--- src/lpm_route_table_assert.svh ---
// Assertion macros shared by the route table modules.
`ifndef LPM_ROUTE_TABLE_ASSERT_SVH
`define LPM_ROUTE_TABLE_ASSERT_SVH

// Check a consequence in the same cycle as its antecedent.
`define LRT_ASSERT_SAME(label, clk, rst, ante, cons) \
   label: assert property (@(posedge clk) disable iff (rst) (ante) |-> (cons)) \
      else $error("route table check failed");

// Check a consequence in the cycle after its antecedent.
`define LRT_ASSERT_NEXT(label, clk, rst, ante, cons) \
   label: assert property (@(posedge clk) disable iff (rst) (ante) |=> (cons)) \
      else $error("route table check failed");

`endif

--- src/lrt_pkg.sv ---
// Shared types, constants and helpers for the route table.
`default_nettype none

package lrt_pkg;

   localparam int LRT_TABLE_DEPTH = 32;
   localparam int LRT_PORT_COUNT  = 8;

   localparam int ADDR_W   = 32;
   localparam int PORT_W   = 3;
   localparam int OP_W     = 2;
   localparam int STATUS_W = 2;
   localparam int COUNT_W  = 6;
   localparam int CFG_W    = 8;

   localparam logic [COUNT_W-1:0] COUNT_MAX = '1;

   typedef enum logic [OP_W-1:0] {
      OP_LOOKUP = 2'd0,
      OP_INSERT = 2'd1,
      OP_DELETE = 2'd2,
      OP_CLEAR  = 2'd3
   } lrt_op_type;

   typedef enum logic [STATUS_W-1:0] {
      STATUS_OK   = 2'd0,
      STATUS_MISS = 2'd1,
      STATUS_FULL = 2'd2
   } lrt_status_type;

   typedef enum logic [2:0] {
      S_INIT,
      S_IDLE,
      S_SCAN,
      S_WRITE,
      S_DONE
   } lrt_state_type;

   // One stored route; the whole word is one memory entry.
   typedef struct packed {
      logic              valid;
      logic              dynamic;
      logic [PORT_W-1:0] port;
      logic [ADDR_W-1:0] gateway;
      logic [ADDR_W-1:0] mask;
      logic [ADDR_W-1:0] subnet;
   } lrt_entry_type;

   // Sequencer to match unit control.
   typedef struct packed {
      logic       start;
      logic       entry_vld;
      lrt_op_type op;
   } lrt_scan_ctl_type;

   // Match unit to sequencer status after a scan.
   typedef struct packed {
      logic found;
      logic diff;
      logic free_found;
   } lrt_scan_flags_type;

   // Route port is usable for lookup only when present and enabled.
   function automatic logic port_enabled(input logic [PORT_W-1:0] port,
                                         input logic [CFG_W-1:0] enable_mask);
      return (int'(port) < LRT_PORT_COUNT) && enable_mask[port];
   endfunction

endpackage

`default_nettype wire

--- src/lrt_route_mem.sv ---
// Route entry memory: one write port, one registered read port.
`default_nettype none

module lrt_route_mem #(
   parameter int TABLE_DEPTH = lrt_pkg::LRT_TABLE_DEPTH,
   localparam int IDX_W = $clog2(TABLE_DEPTH)
) (
   input  wire logic                  clock,
   input  wire logic                  wr_en,
   input  wire logic [IDX_W-1:0]      wr_addr,
   input  wire lrt_pkg::lrt_entry_type wr_data,
   input  wire logic                  rd_en,
   input  wire logic [IDX_W-1:0]      rd_addr,
   output lrt_pkg::lrt_entry_type     rd_data
);

   lrt_pkg::lrt_entry_type route_mem_ff [TABLE_DEPTH];
   lrt_pkg::lrt_entry_type rd_data_ff;

   // Write one entry.
   always_ff @(posedge clock) begin
      if (wr_en) begin
         route_mem_ff[wr_addr] <= wr_data;
      end
   end

   // Read one entry, registered.
   always_ff @(posedge clock) begin
      if (rd_en) begin
         rd_data_ff <= route_mem_ff[rd_addr];
      end
   end

   assign rd_data = rd_data_ff;

endmodule

`default_nettype wire

--- src/lrt_match_unit.sv ---
// Shared compare unit: checks one entry a cycle and keeps the scan results.
`default_nettype none

`include "lpm_route_table_assert.svh"

module lrt_match_unit #(
   parameter int TABLE_DEPTH = lrt_pkg::LRT_TABLE_DEPTH,
   localparam int IDX_W = $clog2(TABLE_DEPTH)
) (
   input  wire logic                               clock,
   input  wire logic                               reset,
   input  wire lrt_pkg::lrt_scan_ctl_type          scan_ctl,
   input  wire logic [IDX_W-1:0]                   entry_idx,
   input  wire lrt_pkg::lrt_entry_type             entry,
   input  wire logic [lrt_pkg::ADDR_W-1:0]         key,
   input  wire logic [lrt_pkg::ADDR_W-1:0]         req_mask,
   input  wire logic [lrt_pkg::ADDR_W-1:0]         req_gateway,
   input  wire logic [lrt_pkg::PORT_W-1:0]         req_port,
   input  wire logic                               req_dynamic,
   input  wire logic [lrt_pkg::CFG_W-1:0]          enable_mask,
   output lrt_pkg::lrt_scan_flags_type             flags,
   output logic [IDX_W-1:0]                        key_idx,
   output logic [IDX_W-1:0]                        free_idx,
   output logic [lrt_pkg::ADDR_W-1:0]              best_gateway,
   output logic [lrt_pkg::PORT_W-1:0]              best_port,
   output logic [lrt_pkg::ADDR_W-1:0]              best_mask,
   output logic [lrt_pkg::COUNT_W-1:0]             removed_count,
   output logic                                    clear_hit
);

   logic                          found_ff;
   logic                          diff_ff;
   logic                          free_found_ff;
   logic [lrt_pkg::COUNT_W-1:0]   count_ff;
   logic [IDX_W-1:0]              key_idx_ff;
   logic [IDX_W-1:0]              free_idx_ff;
   logic [lrt_pkg::ADDR_W-1:0]    best_gateway_ff;
   logic [lrt_pkg::PORT_W-1:0]    best_port_ff;
   logic [lrt_pkg::ADDR_W-1:0]    best_mask_ff;

   logic [lrt_pkg::ADDR_W-1:0]    masked_addr;
   logic                          subnet_eq;
   logic                          mask_eq;
   logic                          mask_gt;
   logic                          port_ok;
   logic                          entry_diff;
   logic                          lookup_take;
   logic                          key_take;
   logic                          free_take;
   logic                          clear_take;

   // Compare the entry against the held request.
   always_comb begin
      masked_addr = (scan_ctl.op == lrt_pkg::OP_LOOKUP) ? (key & entry.mask) : key;
      subnet_eq   = (entry.subnet == masked_addr);
      mask_eq     = (entry.mask == req_mask);
      mask_gt     = (entry.mask > best_mask_ff);
      port_ok     = lrt_pkg::port_enabled(entry.port, enable_mask);
      entry_diff  = (entry.gateway != req_gateway) || (entry.port != req_port) ||
                    (entry.dynamic != req_dynamic);
      lookup_take = scan_ctl.entry_vld && (scan_ctl.op == lrt_pkg::OP_LOOKUP) &&
                    entry.valid && port_ok && subnet_eq && (!found_ff || mask_gt);
      key_take    = scan_ctl.entry_vld &&
                    ((scan_ctl.op == lrt_pkg::OP_INSERT) ||
                     (scan_ctl.op == lrt_pkg::OP_DELETE)) &&
                    entry.valid && subnet_eq && mask_eq && !found_ff;
      free_take   = scan_ctl.entry_vld && (scan_ctl.op == lrt_pkg::OP_INSERT) &&
                    !entry.valid && !free_found_ff;
      clear_take  = scan_ctl.entry_vld && (scan_ctl.op == lrt_pkg::OP_CLEAR) &&
                    entry.valid && entry.dynamic;
   end

   // Track found flags and the removal count; restart on each transaction.
   always_ff @(posedge clock) begin
      if (reset || scan_ctl.start) begin
         found_ff      <= 1'b0;
         diff_ff       <= 1'b0;
         free_found_ff <= 1'b0;
         count_ff      <= '0;
      end else begin
         if (lookup_take || key_take) begin
            found_ff <= 1'b1;
         end
         if (key_take) begin
            diff_ff <= entry_diff;
         end
         if (free_take) begin
            free_found_ff <= 1'b1;
         end
         if (clear_take && (count_ff != lrt_pkg::COUNT_MAX)) begin
            count_ff <= count_ff + 1'b1;
         end
      end
   end

   // Hold the best route and the slots picked for a write.
   always_ff @(posedge clock) begin
      if (lookup_take) begin
         best_gateway_ff <= entry.gateway;
         best_port_ff    <= entry.port;
         best_mask_ff    <= entry.mask;
      end
      if (key_take) begin
         key_idx_ff <= entry_idx;
      end
      if (free_take) begin
         free_idx_ff <= entry_idx;
      end
   end

   assign flags.found      = found_ff;
   assign flags.diff       = diff_ff;
   assign flags.free_found = free_found_ff;
   assign key_idx          = key_idx_ff;
   assign free_idx         = free_idx_ff;
   assign best_gateway     = best_gateway_ff;
   assign best_port        = best_port_ff;
   assign best_mask        = best_mask_ff;
   assign removed_count    = count_ff;
   assign clear_hit        = clear_take;

   `LRT_ASSERT_NEXT(a_found_holds, clock, reset, found_ff && !scan_ctl.start, found_ff)
   `LRT_ASSERT_NEXT(a_free_holds, clock, reset, free_found_ff && !scan_ctl.start, free_found_ff)
   `LRT_ASSERT_NEXT(a_best_grows, clock, reset,
      found_ff && !scan_ctl.start && (scan_ctl.op == lrt_pkg::OP_LOOKUP),
      best_mask_ff >= $past(best_mask_ff))

endmodule

`default_nettype wire

--- src/lrt_sequencer.sv ---
// Sequencer: clearing pass, table scan, write back and result register.
`default_nettype none

`include "lpm_route_table_assert.svh"

module lrt_sequencer #(
   parameter int TABLE_DEPTH = lrt_pkg::LRT_TABLE_DEPTH,
   localparam int IDX_W = $clog2(TABLE_DEPTH)
) (
   input  wire logic                           clock,
   input  wire logic                           reset,
   // request channel
   input  wire logic                           req_valid,
   output logic                                req_stall,
   input  wire logic [lrt_pkg::OP_W-1:0]       req_op,
   input  wire logic [lrt_pkg::ADDR_W-1:0]     req_ip_addr,
   input  wire logic [lrt_pkg::ADDR_W-1:0]     req_prefix_mask,
   input  wire logic [lrt_pkg::ADDR_W-1:0]     req_next_hop,
   input  wire logic [lrt_pkg::PORT_W-1:0]     req_out_port,
   input  wire logic                           req_is_dynamic,
   // response channel
   output logic                                rsp_valid,
   input  wire logic                           rsp_stall,
   output logic [lrt_pkg::STATUS_W-1:0]        rsp_status,
   output logic                                rsp_changed,
   output logic [lrt_pkg::ADDR_W-1:0]          rsp_hit_gateway,
   output logic [lrt_pkg::PORT_W-1:0]          rsp_hit_port,
   output logic [lrt_pkg::ADDR_W-1:0]          rsp_hit_mask,
   output logic [lrt_pkg::COUNT_W-1:0]         rsp_removed_count,
   // memory
   output logic                                mem_wr_en,
   output logic [IDX_W-1:0]                    mem_wr_addr,
   output lrt_pkg::lrt_entry_type              mem_wr_data,
   output logic                                mem_rd_en,
   output logic [IDX_W-1:0]                    mem_rd_addr,
   // match unit
   output lrt_pkg::lrt_scan_ctl_type           scan_ctl,
   output logic [IDX_W-1:0]                    entry_idx,
   output logic [lrt_pkg::ADDR_W-1:0]          key,
   output logic [lrt_pkg::ADDR_W-1:0]          req_mask,
   output logic [lrt_pkg::ADDR_W-1:0]          req_gateway,
   output logic [lrt_pkg::PORT_W-1:0]          req_port,
   output logic                                req_dynamic,
   input  wire lrt_pkg::lrt_scan_flags_type    flags,
   input  wire logic [IDX_W-1:0]               key_idx,
   input  wire logic [IDX_W-1:0]               free_idx,
   input  wire logic [lrt_pkg::ADDR_W-1:0]     best_gateway,
   input  wire logic [lrt_pkg::PORT_W-1:0]     best_port,
   input  wire logic [lrt_pkg::ADDR_W-1:0]     best_mask,
   input  wire logic [lrt_pkg::COUNT_W-1:0]    removed_count,
   input  wire logic                           clear_hit
);

   localparam logic [IDX_W-1:0] LAST_IDX = IDX_W'(TABLE_DEPTH - 1);

   lrt_pkg::lrt_state_type          state_ff, state_in;
   logic [IDX_W-1:0]                addr_ff;
   logic                            issuing_ff;
   logic                            data_vld_ff;
   logic [IDX_W-1:0]                data_idx_ff;

   lrt_pkg::lrt_op_type             op_ff;
   logic [lrt_pkg::ADDR_W-1:0]      key_ff;
   logic [lrt_pkg::ADDR_W-1:0]      mask_ff;
   logic [lrt_pkg::ADDR_W-1:0]      gateway_ff;
   logic [lrt_pkg::PORT_W-1:0]      port_ff;
   logic                            dynamic_ff;

   logic                            rsp_valid_ff;
   logic [lrt_pkg::STATUS_W-1:0]    rsp_status_ff, rsp_status_in;
   logic                            rsp_changed_ff, rsp_changed_in;
   logic [lrt_pkg::ADDR_W-1:0]      rsp_gateway_ff, rsp_gateway_in;
   logic [lrt_pkg::PORT_W-1:0]      rsp_port_ff, rsp_port_in;
   logic [lrt_pkg::ADDR_W-1:0]      rsp_mask_ff, rsp_mask_in;
   logic [lrt_pkg::COUNT_W-1:0]     rsp_count_ff, rsp_count_in;

   logic                            req_take;
   logic                            rsp_take;
   logic                            rsp_load;
   logic                            addr_last;
   logic                            scan_last;
   lrt_pkg::lrt_entry_type          new_entry;

   assign req_take  = req_valid && (state_ff == lrt_pkg::S_IDLE);
   assign rsp_take  = rsp_valid_ff && !rsp_stall;
   assign rsp_load  = (state_ff == lrt_pkg::S_DONE) && (!rsp_valid_ff || !rsp_stall);
   assign addr_last = (addr_ff == LAST_IDX);
   assign scan_last = data_vld_ff && (data_idx_ff == LAST_IDX);

   // Next state.
   always_comb begin
      state_in = state_ff;
      unique case (state_ff)
         lrt_pkg::S_INIT: begin
            if (addr_last) state_in = lrt_pkg::S_IDLE;
         end
         lrt_pkg::S_IDLE: begin
            if (req_take) state_in = lrt_pkg::S_SCAN;
         end
         lrt_pkg::S_SCAN: begin
            if (scan_last) state_in = lrt_pkg::S_WRITE;
         end
         lrt_pkg::S_WRITE: begin
            state_in = lrt_pkg::S_DONE;
         end
         lrt_pkg::S_DONE: begin
            if (rsp_load) state_in = lrt_pkg::S_IDLE;
         end
         default: begin
            state_in = lrt_pkg::S_INIT;
         end
      endcase
   end

   // Memory controls per state.
   always_comb begin
      new_entry.valid   = 1'b1;
      new_entry.dynamic = dynamic_ff;
      new_entry.port    = port_ff;
      new_entry.gateway = gateway_ff;
      new_entry.mask    = mask_ff;
      new_entry.subnet  = key_ff;

      mem_wr_en   = 1'b0;
      mem_wr_addr = addr_ff;
      mem_wr_data = '0;
      mem_rd_en   = 1'b0;
      mem_rd_addr = addr_ff;

      unique case (state_ff)
         lrt_pkg::S_INIT: begin
            mem_wr_en = 1'b1;
         end
         lrt_pkg::S_SCAN: begin
            mem_rd_en   = issuing_ff;
            mem_wr_en   = clear_hit;
            mem_wr_addr = data_idx_ff;
         end
         lrt_pkg::S_WRITE: begin
            if (op_ff == lrt_pkg::OP_INSERT) begin
               mem_wr_data = new_entry;
               if (flags.found) begin
                  mem_wr_en   = 1'b1;
                  mem_wr_addr = key_idx;
               end else if (flags.free_found) begin
                  mem_wr_en   = 1'b1;
                  mem_wr_addr = free_idx;
               end
            end else if (op_ff == lrt_pkg::OP_DELETE) begin
               mem_wr_en   = flags.found;
               mem_wr_addr = key_idx;
            end
         end
         lrt_pkg::S_IDLE, lrt_pkg::S_DONE: begin
            mem_wr_en = 1'b0;
         end
         default: begin
            mem_wr_en = 1'b0;
         end
      endcase
   end

   // Result fields from the scan outcome.
   always_comb begin
      rsp_status_in  = lrt_pkg::STATUS_OK;
      rsp_changed_in = 1'b0;
      rsp_gateway_in = '0;
      rsp_port_in    = '0;
      rsp_mask_in    = '0;
      rsp_count_in   = '0;
      unique case (op_ff)
         lrt_pkg::OP_LOOKUP: begin
            if (flags.found) begin
               rsp_gateway_in = best_gateway;
               rsp_port_in    = best_port;
               rsp_mask_in    = best_mask;
            end else begin
               rsp_status_in = lrt_pkg::STATUS_MISS;
            end
         end
         lrt_pkg::OP_INSERT: begin
            if (flags.found) begin
               rsp_changed_in = flags.diff;
            end else if (flags.free_found) begin
               rsp_changed_in = 1'b1;
            end else begin
               rsp_status_in = lrt_pkg::STATUS_FULL;
            end
         end
         lrt_pkg::OP_DELETE: begin
            if (flags.found) begin
               rsp_changed_in = 1'b1;
            end else begin
               rsp_status_in = lrt_pkg::STATUS_MISS;
            end
         end
         lrt_pkg::OP_CLEAR: begin
            rsp_changed_in = (removed_count != '0);
            rsp_count_in   = removed_count;
         end
         default: begin
            rsp_status_in = lrt_pkg::STATUS_OK;
         end
      endcase
   end

   // Advance state, scan address and read pipeline.
   always_ff @(posedge clock) begin
      if (reset) begin
         state_ff    <= lrt_pkg::S_INIT;
         addr_ff     <= '0;
         issuing_ff  <= 1'b0;
         data_vld_ff <= 1'b0;
         data_idx_ff <= '0;
      end else begin
         state_ff    <= state_in;
         data_vld_ff <= (state_ff == lrt_pkg::S_SCAN) && issuing_ff;
         data_idx_ff <= addr_ff;
         if (req_take) begin
            addr_ff    <= '0;
            issuing_ff <= 1'b1;
         end else if ((state_ff == lrt_pkg::S_INIT) ||
                      ((state_ff == lrt_pkg::S_SCAN) && issuing_ff)) begin
            addr_ff <= addr_last ? '0 : addr_ff + 1'b1;
            if (addr_last) issuing_ff <= 1'b0;
         end
      end
   end

   // Capture the request transaction.
   always_ff @(posedge clock) begin
      if (req_take) begin
         op_ff      <= lrt_pkg::lrt_op_type'(req_op);
         key_ff     <= (lrt_pkg::lrt_op_type'(req_op) == lrt_pkg::OP_INSERT) ?
                       (req_ip_addr & req_prefix_mask) : req_ip_addr;
         mask_ff    <= req_prefix_mask;
         gateway_ff <= req_next_hop;
         port_ff    <= req_out_port;
         dynamic_ff <= req_is_dynamic;
      end
   end

   // Hold the response transaction until taken.
   always_ff @(posedge clock) begin
      if (reset) begin
         rsp_valid_ff <= 1'b0;
      end else if (rsp_load) begin
         rsp_valid_ff <= 1'b1;
      end else if (rsp_take) begin
         rsp_valid_ff <= 1'b0;
      end
   end

   always_ff @(posedge clock) begin
      if (rsp_load) begin
         rsp_status_ff  <= rsp_status_in;
         rsp_changed_ff <= rsp_changed_in;
         rsp_gateway_ff <= rsp_gateway_in;
         rsp_port_ff    <= rsp_port_in;
         rsp_mask_ff    <= rsp_mask_in;
         rsp_count_ff   <= rsp_count_in;
      end
   end

   assign req_stall         = (state_ff != lrt_pkg::S_IDLE);
   assign rsp_valid         = rsp_valid_ff;
   assign rsp_status        = rsp_status_ff;
   assign rsp_changed       = rsp_changed_ff;
   assign rsp_hit_gateway   = rsp_gateway_ff;
   assign rsp_hit_port      = rsp_port_ff;
   assign rsp_hit_mask      = rsp_mask_ff;
   assign rsp_removed_count = rsp_count_ff;

   assign scan_ctl.start     = req_take;
   assign scan_ctl.entry_vld = data_vld_ff;
   assign scan_ctl.op        = op_ff;
   assign entry_idx          = data_idx_ff;
   assign key                = key_ff;
   assign req_mask           = mask_ff;
   assign req_gateway        = gateway_ff;
   assign req_port           = port_ff;
   assign req_dynamic        = dynamic_ff;

   `LRT_ASSERT_NEXT(a_accept_scans, clock, reset, req_take, state_ff == lrt_pkg::S_SCAN)
   `LRT_ASSERT_SAME(a_idle_no_write, clock, reset,
      (state_ff == lrt_pkg::S_IDLE) || (state_ff == lrt_pkg::S_DONE), !mem_wr_en)
   `LRT_ASSERT_SAME(a_data_in_scan, clock, reset, data_vld_ff, state_ff == lrt_pkg::S_SCAN)

endmodule

`default_nettype wire

--- src/lpm_route_table.sv ---
// Top level of the longest-prefix-match route table.
//
//   channel  direction  handshake                 payload
//   req_     in         req_valid / req_stall     op, ip_addr, prefix_mask, next_hop,
//                                                 out_port, is_dynamic
//   rsp_     out        rsp_valid / rsp_stall     status, changed, hit_gateway,
//                                                 hit_port, hit_mask, removed_count
//   csr_     in         csr_wr_en                 wr_data (interface enable mask)
//
// Each transaction scans all TABLE_DEPTH entries, passes the write state and loads the
// result; the route memory read port delivers one entry per cycle to the single
// compare unit. After reset a clearing pass over all entries runs before the first
// accept; csr writes are taken throughout. One transaction is in work at a time; the
// next is accepted while the previous result still waits under rsp_stall.
`default_nettype none

module lpm_route_table #(
   parameter int TABLE_DEPTH = lrt_pkg::LRT_TABLE_DEPTH
) (
   input  wire logic                          clock,
   input  wire logic                          reset,
   input  wire logic                          req_valid,
   output logic                               req_stall,
   input  wire logic [lrt_pkg::OP_W-1:0]      req_op,
   input  wire logic [lrt_pkg::ADDR_W-1:0]    req_ip_addr,
   input  wire logic [lrt_pkg::ADDR_W-1:0]    req_prefix_mask,
   input  wire logic [lrt_pkg::ADDR_W-1:0]    req_next_hop,
   input  wire logic [lrt_pkg::PORT_W-1:0]    req_out_port,
   input  wire logic                          req_is_dynamic,
   output logic                               rsp_valid,
   input  wire logic                          rsp_stall,
   output logic [lrt_pkg::STATUS_W-1:0]       rsp_status,
   output logic                               rsp_changed,
   output logic [lrt_pkg::ADDR_W-1:0]         rsp_hit_gateway,
   output logic [lrt_pkg::PORT_W-1:0]         rsp_hit_port,
   output logic [lrt_pkg::ADDR_W-1:0]         rsp_hit_mask,
   output logic [lrt_pkg::COUNT_W-1:0]        rsp_removed_count,
   input  wire logic                          csr_wr_en,
   input  wire logic [lrt_pkg::CFG_W-1:0]     csr_wr_data
);

   localparam int IDX_W = $clog2(TABLE_DEPTH);

   logic [lrt_pkg::CFG_W-1:0]     enable_mask_ff;

   logic                          mem_wr_en;
   logic [IDX_W-1:0]              mem_wr_addr;
   lrt_pkg::lrt_entry_type        mem_wr_data;
   logic                          mem_rd_en;
   logic [IDX_W-1:0]              mem_rd_addr;
   lrt_pkg::lrt_entry_type        mem_rd_data;

   lrt_pkg::lrt_scan_ctl_type     scan_ctl;
   lrt_pkg::lrt_scan_flags_type   flags;
   logic [IDX_W-1:0]              entry_idx;
   logic [lrt_pkg::ADDR_W-1:0]    key;
   logic [lrt_pkg::ADDR_W-1:0]    req_mask;
   logic [lrt_pkg::ADDR_W-1:0]    req_gateway;
   logic [lrt_pkg::PORT_W-1:0]    req_port;
   logic                          req_dynamic;
   logic [IDX_W-1:0]              key_idx;
   logic [IDX_W-1:0]              free_idx;
   logic [lrt_pkg::ADDR_W-1:0]    best_gateway;
   logic [lrt_pkg::PORT_W-1:0]    best_port;
   logic [lrt_pkg::ADDR_W-1:0]    best_mask;
   logic [lrt_pkg::COUNT_W-1:0]   removed_count;
   logic                          clear_hit;

   // Interface enable register.
   always_ff @(posedge clock) begin
      if (reset) begin
         enable_mask_ff <= '0;
      end else if (csr_wr_en) begin
         enable_mask_ff <= csr_wr_data;
      end
   end

   lrt_route_mem #(
      .TABLE_DEPTH (TABLE_DEPTH)
   ) u_route_mem (
      .clock   (clock),
      .wr_en   (mem_wr_en),
      .wr_addr (mem_wr_addr),
      .wr_data (mem_wr_data),
      .rd_en   (mem_rd_en),
      .rd_addr (mem_rd_addr),
      .rd_data (mem_rd_data)
   );

   lrt_match_unit #(
      .TABLE_DEPTH (TABLE_DEPTH)
   ) u_match_unit (
      .clock         (clock),
      .reset         (reset),
      .scan_ctl      (scan_ctl),
      .entry_idx     (entry_idx),
      .entry         (mem_rd_data),
      .key           (key),
      .req_mask      (req_mask),
      .req_gateway   (req_gateway),
      .req_port      (req_port),
      .req_dynamic   (req_dynamic),
      .enable_mask   (enable_mask_ff),
      .flags         (flags),
      .key_idx       (key_idx),
      .free_idx      (free_idx),
      .best_gateway  (best_gateway),
      .best_port     (best_port),
      .best_mask     (best_mask),
      .removed_count (removed_count),
      .clear_hit     (clear_hit)
   );

   lrt_sequencer #(
      .TABLE_DEPTH (TABLE_DEPTH)
   ) u_sequencer (
      .clock             (clock),
      .reset             (reset),
      .req_valid         (req_valid),
      .req_stall         (req_stall),
      .req_op            (req_op),
      .req_ip_addr       (req_ip_addr),
      .req_prefix_mask   (req_prefix_mask),
      .req_next_hop      (req_next_hop),
      .req_out_port      (req_out_port),
      .req_is_dynamic    (req_is_dynamic),
      .rsp_valid         (rsp_valid),
      .rsp_stall         (rsp_stall),
      .rsp_status        (rsp_status),
      .rsp_changed       (rsp_changed),
      .rsp_hit_gateway   (rsp_hit_gateway),
      .rsp_hit_port      (rsp_hit_port),
      .rsp_hit_mask      (rsp_hit_mask),
      .rsp_removed_count (rsp_removed_count),
      .mem_wr_en         (mem_wr_en),
      .mem_wr_addr       (mem_wr_addr),
      .mem_wr_data       (mem_wr_data),
      .mem_rd_en         (mem_rd_en),
      .mem_rd_addr       (mem_rd_addr),
      .scan_ctl          (scan_ctl),
      .entry_idx         (entry_idx),
      .key               (key),
      .req_mask          (req_mask),
      .req_gateway       (req_gateway),
      .req_port          (req_port),
      .req_dynamic       (req_dynamic),
      .flags             (flags),
      .key_idx           (key_idx),
      .free_idx          (free_idx),
      .best_gateway      (best_gateway),
      .best_port         (best_port),
      .best_mask         (best_mask),
      .removed_count     (removed_count),
      .clear_hit         (clear_hit)
   );

endmodule

`default_nettype wire
--- config.mk ---
export PLATFORM = sky130hd
export DESIGN_NAME = lpm_route_table
export DESIGN_NICKNAME = d
export VERILOG_FILES = /design/src/lrt_pkg.sv /design/src/lrt_route_mem.sv /design/src/lrt_match_unit.sv /design/src/lrt_sequencer.sv /design/src/lpm_route_table.sv
export VERILOG_INCLUDE_DIRS = /design/src /design/src/src
export SDC_FILE = /design/constraint.sdc
export NUM_CORES = 2
export LEC_CHECK = 0
export ABC_AREA = 0
export ABC_CLOCK_PERIOD_IN_PS = 12200
export CAP_MARGIN = 20
export CORE_MARGIN = 4
export CORE_UTILIZATION = 34
export DETAILED_ROUTE_END_ITERATION = 16
export DONT_BUFFER_PORTS = 1
export MAX_ROUTING_LAYER = met4
export PLACE_DENSITY = 0.5
export SLEW_MARGIN = 0
export SYNTH_ARGS = -nofsm -noshare
export SYNTH_HDL_FRONTEND = slang
export SYNTH_SLANG_ARGS = --single-unit
export TNS_END_PERCENT = 10
--- constraint.sdc ---
create_clock -name clock -period 12.2 [get_ports clock]
set_input_delay 3.05 -clock clock [delete_from_list [all_inputs] [get_ports clock]]
set_output_delay 3.05 -clock clock [all_outputs]
set_load 0.02 [all_outputs]
# [After elaboration in Yosys (flattened, before gate mapping)]
# Memory sizes are Yosys's and may differ from the RTL's. A register that Yosys moved wholly into a read port is not among the register bits.
# Index checks and enable logic that the tools add are counted.
[totals] word_cells=139 regBits=288 mem_bits_rw=3232 output_inout_bits=78 inputBits=115 memories=1
[mem_list] name="u_route_mem.route_mem_ff" depth=32 width=101 rd=1 rd_ports_with_merged_regs=1 wr=1 line_no="lrt_route_mem.sv:17" rtl="lrt_pkg::lrt_entry_type route_mem_ff [TABLE_DEPTH];"
[op_classes] magnitude_cmp=2 n_reduce_logical=46 bitwise=2 muxes=37 n_eq_ne=21 addsub=2
[ops] cell="$mux W101" count=2
[ops] cell="$and A32 B32 Y32" count=2
[ops] cell="$eq A32 B32 Y1" count=2
[ops] cell="$mux W32" count=2
[ops] cell="$gt A32 B32 Y1" count=1
[ops] cell="$ne A32 B32 Y1" count=1
[ops] cell="$mux W5" count=5
[ops] cell="$logic_and A1 B1 Y1" count=22
[ops] cell="$mux W1" count=16
[ops] cell="$pmux W3 S5" count=1
[ops] cell="$mux W3" count=4
[ops] cell="$eq A5 B5 Y1 const B" count=2
[ops] cell="$pmux W5 S2" count=1
[ops] cell="$logic_or A1 B1 Y1" count=8
[ops] cell="$ne A2 B1 Y1 const B" count=4
[ops] cell="$add A6 B1 Y6 const B" count=1
[ops] cell="$eq A3 B2 Y1 const B" count=2
[ops] cell="$ne A6 B6 Y1 const B" count=1
[ops] cell="$pmux W1 S3" count=2
[ops] cell="$reduce_bool A2 Y1" count=3
[ops] cell="$reduce_bool A6 Y1" count=1
[ops] cell="$add A5 B1 Y5 const B" count=1
[ops] cell="$logic_not A1 Y1" count=5
[ops] cell="$eq A2 B1 Y1 const B" count=2
[ops] cell="other kinds (15)" count=19

# [Depth between registers and ports, before layout]
[depth] ltp_word=8 ltp_mapped=11 mapped_depth_nobuf=9

# [By module]
# A second synthesis with hierarchy kept.
[unflattened] hier_cells=6878 area_unflattened_um2=138925.7
[modules_own_cells] module="lrt_route_mem" seq_area_each_um2=100086.0 cells_per_inst=5880 instances=1 area_per_inst_um2=125741.8
[modules_own_cells] module="lrt_sequencer" seq_area_each_um2=5665.4 cells_per_inst=543 instances=1 area_per_inst_um2=7892.6
[modules_own_cells] module="lrt_match_unit" seq_area_each_um2=2492.4 cells_per_inst=429 instances=1 area_per_inst_um2=5006.1
[modules_own_cells] module="lpm_route_table" seq_area_each_um2=160.2 cells_per_inst=26 instances=1 area_per_inst_um2=285.3

# [Least setup slack after synthesis]
# OpenSTA, ideal clock, no wires.
[synth_path] path_kind="register -> register" start="register u_sequencer.state_ff[0]" end="register, netlist name u_route_mem.rd_data[0]" required_time_ps=11493 synth_period_minus_slack_ps=8792 arrival_time_ps=8085 path_buffers=2 setup_ps=707 path_slack_ps=3408 stages_incl_launch_ff=4 cell_sequence="dfxtp_1 clkbuf_1 clkbuf_1 nor3b_1"
[synth_via] elab_chain_cells=2
[synth_lines] item="start, declared" line_no="lrt_sequencer.sv:56" rtl="lrt_pkg::lrt_state_type state_ff, state_in;"
[synth_lines] item="start signal, assigned" line_no="lrt_sequencer.sv:210" rtl="state_ff <= lrt_pkg::S_INIT;"
[synth_lines] item="start signal, assigned" line_no="lrt_sequencer.sv:216" rtl="state_ff <= state_in;"
[synth_lines] item="$eq A3 B2 Y1" line_no="lrt_sequencer.sv:130" rtl="unique case (state_ff)"
[synth_lines] item="$mux W1" line_no="lrt_sequencer.sv:130"
[synth_lines] item="via mem_rd_en" line_no="lpm_route_table.sv:49" rtl="logic mem_rd_en;"
# The timed path passes the listed nets, and every way through them passes these cells.
# A chain may end at the register's enable or synchronous reset.

# [Worst setup path after layout]
[layout_path] start="register u_sequencer.addr_ff[1] (netlist: u_sequencer.mem_rd_addr[1])" end="memory u_route_mem.route_mem_ff[18][42] (netlist name), enable pin"
[layout_via] elab_chain_cells=4 word_cells_on_any_way=5 cone_classes="5 x mux"
[layout_lines] item="start, declared" line_no="lrt_sequencer.sv:57" rtl="logic [IDX_W-1:0] addr_ff;"
[layout_lines] item="start signal, assigned" line_no="lrt_sequencer.sv:224" rtl="addr_ff <= addr_last ? '0 : addr_ff + 1'b1;"
[layout_lines] item="$mux W5" line_no="lrt_sequencer.sv:145" rtl="end else if (flags.free_found) begin"
[layout_lines] item="$mux W5" line_no="lrt_sequencer.sv:142" rtl="if (flags.found) begin"
[layout_lines] item="$mux W5" line_no="lrt_sequencer.sv:140" rtl="if (op_ff == lrt_pkg::OP_INSERT) begin"
[layout_lines] item="$pmux W5 S2 *" line_no="lrt_sequencer.sv:130"
[layout_lines] item="end, declared" line_no="lrt_route_mem.sv:17"
# Mark *: on every way between the ends. The rest lies on a longest branch, timed or not.

==> flow_metrics.env <==
export IMPL_cts_buffer_depth=4
export IMPL_fraction_of_final_layout_cells_sized_beyond_drive_strength_1_pct=29.8
export IMPL_drt_total_wl_um=405000
export IMPL_cts_reportedPaths_clkPinSlew_ns=0.06
export IMPL_growth_of_design_area_from_synthesis_to_finish_pct=14.3
export IMPL_first_global_vias=65600
export IMPL_place_port_buffers=0
export IMPL_grt_util_all_layers_pct=19.6
export IMPL_finalSetupViolCount=0
export IMPL_critPathSlowestCell="buf_4"
export IMPL_postSynthAreaPerCell_um2=24.1
export IMPL_num_io_pins=193
export IMPL_gp_routability_congestion=0.804
export IMPL_max_clock_freq_mhz=160
export IMPL_p_per_area_nw_per_um2=164
export IMPL_first_iter_violations=7822
export IMPL_drc=0
export IMPL_min_period_ns=6.27
export IMPL_cts_buffers_inserted=370
export IMPL_synth_most_common_cell="edfxtp_1"
export IMPL_floorplan_die_area_um2=418000
export IMPL_synth_cells=5750
export IMPL_coreArea_um2=406000
export IMPL_cp_num_buf_inv=3
export IMPL_yosysTopAreaCellShare_pct=77.8
export IMPL_path_cells="buf_4, mux2i_1, o211ai_1, o211ai_1, a31oi_1, nor2b_1, nand2b_1, nor2_4, buf_4, buf_4"
export IMPL_max_slew_margin_pct=24.0
export IMPL_tightest_slew_ns=1.14
export IMPL_post_cts_resize_count=0
export IMPL_initial_core_util_pct=34.1
export IMPL_synth_main_ff_cell="edfxtp_1"
export IMPL_start_kind="flip-flop"
export IMPL_post_cts_setup_buffer_count=0
export IMPL_synth_commonest_cells="3,588 x edfxtp_1, 1,012 x mux4_2, 166 x clkbuf_1"
export IMPL_instances_no_fill=11800
export IMPL_cp_data_arrival_time_ns=6.81
export IMPL_leakage_power_nw=41.2
export IMPL_clock_sinks=3621
export IMPL_drt_pass1_iterations=5
export IMPL_ys_seq_area_share_pct=78.3
export IMPL_final_design_area_no_fill_um2=158000
export IMPL_critical_path_endpoint_type="flip-flop"
export IMPL_cts_htree_levels=5
export IMPL_wl_per_cell_um=34.4
export IMPL_peakVddDrop_mv=0.136
export IMPL_synth_seq_cells=3621
export IMPL_worstPathRequired_ns=12.74
export IMPL_syn_area_um2=138000
export IMPL_worst_path_max_fanout=66
export IMPL_clk_root_buffer_cell="clkbuf_16"
export IMPL_net_total_in_the_final_layout=6184
export IMPL_post_synth_edffs=3588
export IMPL_holdCritPathClass="reg -> reg"
export IMPL_via_count=64600
export IMPL_critPathKind="reg -> reg"
export IMPL_drt_vias_per_instance=5.49
export IMPL_power_mw=25.9
export IMPL_detail_route_antenna_nets=0
export IMPL_yosys_area_top_type="edfxtp_1"
export IMPL_synth_async_reset_ratio_pct=0
export IMPL_timing_final_max_slew_violations=0
export IMPL_cts_tree="done"
export IMPL_global_route_overflow_total=0
export IMPL_critical_path_top_delay_family="buffers and inverters"
export IMPL_die_width_um=646
export IMPL_core_rowCount=234
export IMPL_hold_viol=0
export IMPL_dpl_instance_area_um2=146000
export IMPL_worst_path_largest_cell_delay_ns=0.89
export IMPL_fin_crit_sh_pct=51.4
export IMPL_wire_length_of_the_first_global_routing_pass_um=555000
export IMPL_height_of_the_die_um=646
export IMPL_dp_hpwl_um=211000
export IMPL_insertion_delay_ns=0.95
export IMPL_placed_cells_incl_taps=11000
export IMPL_grt_start_max_net_pins=121
export IMPL_ctsHoldBuffers=0
export IMPL_total_neg_setup_slack_ns=0
export IMPL_netlist_cell_type_count=50
export IMPL_timing_clock_skew_ns=0.0586
export IMPL_status="finished, final reports clean"
export IMPL_synthesis_nets=5907
export IMPL_antenna_found_initial=19
export IMPL_ys_warnings_count=0
export IMPL_synthTopCellsByArea="edfxtp_1 78%, mux4_2 16%, mux2_2 0.86%"
export IMPL_drv_cap=0
export IMPL_critPathMostFrequentCell="buf_4"
export IMPL_grt_setup_unrepaired="false"
kinds of logic (layout without fill, tap and decap cells):
family | count (synthesis) | count (layout) | synth area share, %
compound gates | 135 | 135 | 0.605
xor+xnor | 97 | 97 | 0.614
fa+ha+maj | 42 | 42 | 0.380
buf+inv | 332 | 910 | 1.12
flops | 3621 | 3621 | 78.3
mux | 1131 | 1131 | 17.4
other cells | 0 | 10 | 0
simple gates | 392 | 392 | 1.57
layer usage:
layer	track usage [%]	up-vias	wire length, µm
met1	27.6	36500	175000
li1	-	25200	-
met5	-	-	0
met4	3.99	0	8370
met2	30.8	2404	196000
met3	2.40	458	25300
per-stage QoR:
| step | util [%] | setup slack (ns) | hold slack, ns |
|---|---|---|---|
| after CTS | 38.8 | 5.79 | 0.475 |
| final | 39.0 | 5.93 | 0.469 |
| after global routing | 39.0 | 5.68 | 0.479 |
| after detailed placement | 35.9 | 5.84 | 0.461 |
| after floorplan | - | 3.41 | 0.434 |
| after global placement | 35.9 | 5.71 | 0.459 |
sequential cells by signal, indices dropped and copies added, names as in the netlist, 6 cells and up:
register / count
enable_mask_ff: 8
u_sequencer.rsp_hit_gateway: 32
u_route_mem.rd_data: 101
u_sequencer.req_gateway: 32
u_sequencer.key: 32
u_match_unit.best_mask: 32
u_sequencer.rsp_hit_mask: 32
u_match_unit.removed_count: 6
u_route_mem.route_mem_ff: 3232
u_match_unit.best_gateway: 32
u_sequencer.rsp_removed_count: 6
u_sequencer.req_mask: 32
cells in the final DEF (no fill, tap or decap), types with 8 or more instances in the layout:
cell type	count
clkbuf_16	384
nand2_1	22
buf_8	10
nand4_1	23
o211ai_1	12
mux2i_1	13
o21ai_1	18
mux4_2	1012
o21ai_0	20
dfxtp_1	27
a21oi_1	29
xnor2_1	53
buf_12	19
clkinv_1	86
nand2b_1	10
ha_1	41
nor3_1	36
buf_4	136
and3_1	44
nor2_1	45
nor2b_1	19
o21a_1	33
buf_16	16
diode_2	10
bufinv_16	34
edfxtp_1	3588
mux2_2	106
inv_1	44
inv_6	8
clkinv_2	81
xor2_1	44
nor2_4	28
and2_1	106
clkbuf_1	63
nand3_1	12
nor4_1	21
report_power, final:
| group | internal, mW | leakage (nW) | switching (mW) |
|---|---|---|---|
| clock | 6.39 | 5.83 | 4.82 |
| sequential | 13.6 | 27.3 | 0.0455 |
| combinational | 0.456 | 8.02 | 0.567 |
| total | 20.5 | 41.2 | 5.43 |
layout make-up:
class                      count  area (µm²)
fill                       36000      247000
multi-input combinational   1797       28800
timing repair buffer         191        2220
tap                         5428        6790
clock buffer                 441        9660
inverter                      46         173
antenna                       10        25.0
clock inverter               232        2190
sequential                  3621      108000
final timing paths:
kind | depth (start not counted) | to | slack, ns | from
hold reg to reg | 0 | u_match_unit.best_gateway[6] | 0.47 | u_route_mem.rd_data[70]
setup / recovery | 10 | u_route_mem.route_mem_ff[18][42] | 5.93 | u_sequencer.mem_rd_addr[1]
hold / removal | 0 | u_match_unit.best_gateway[6] | 0.47 | u_route_mem.rd_data[70]
setup reg to reg | 10 | u_route_mem.route_mem_ff[18][42] | 5.93 | u_sequencer.mem_rd_addr[1]
Power figures use the tool's default switching activity.
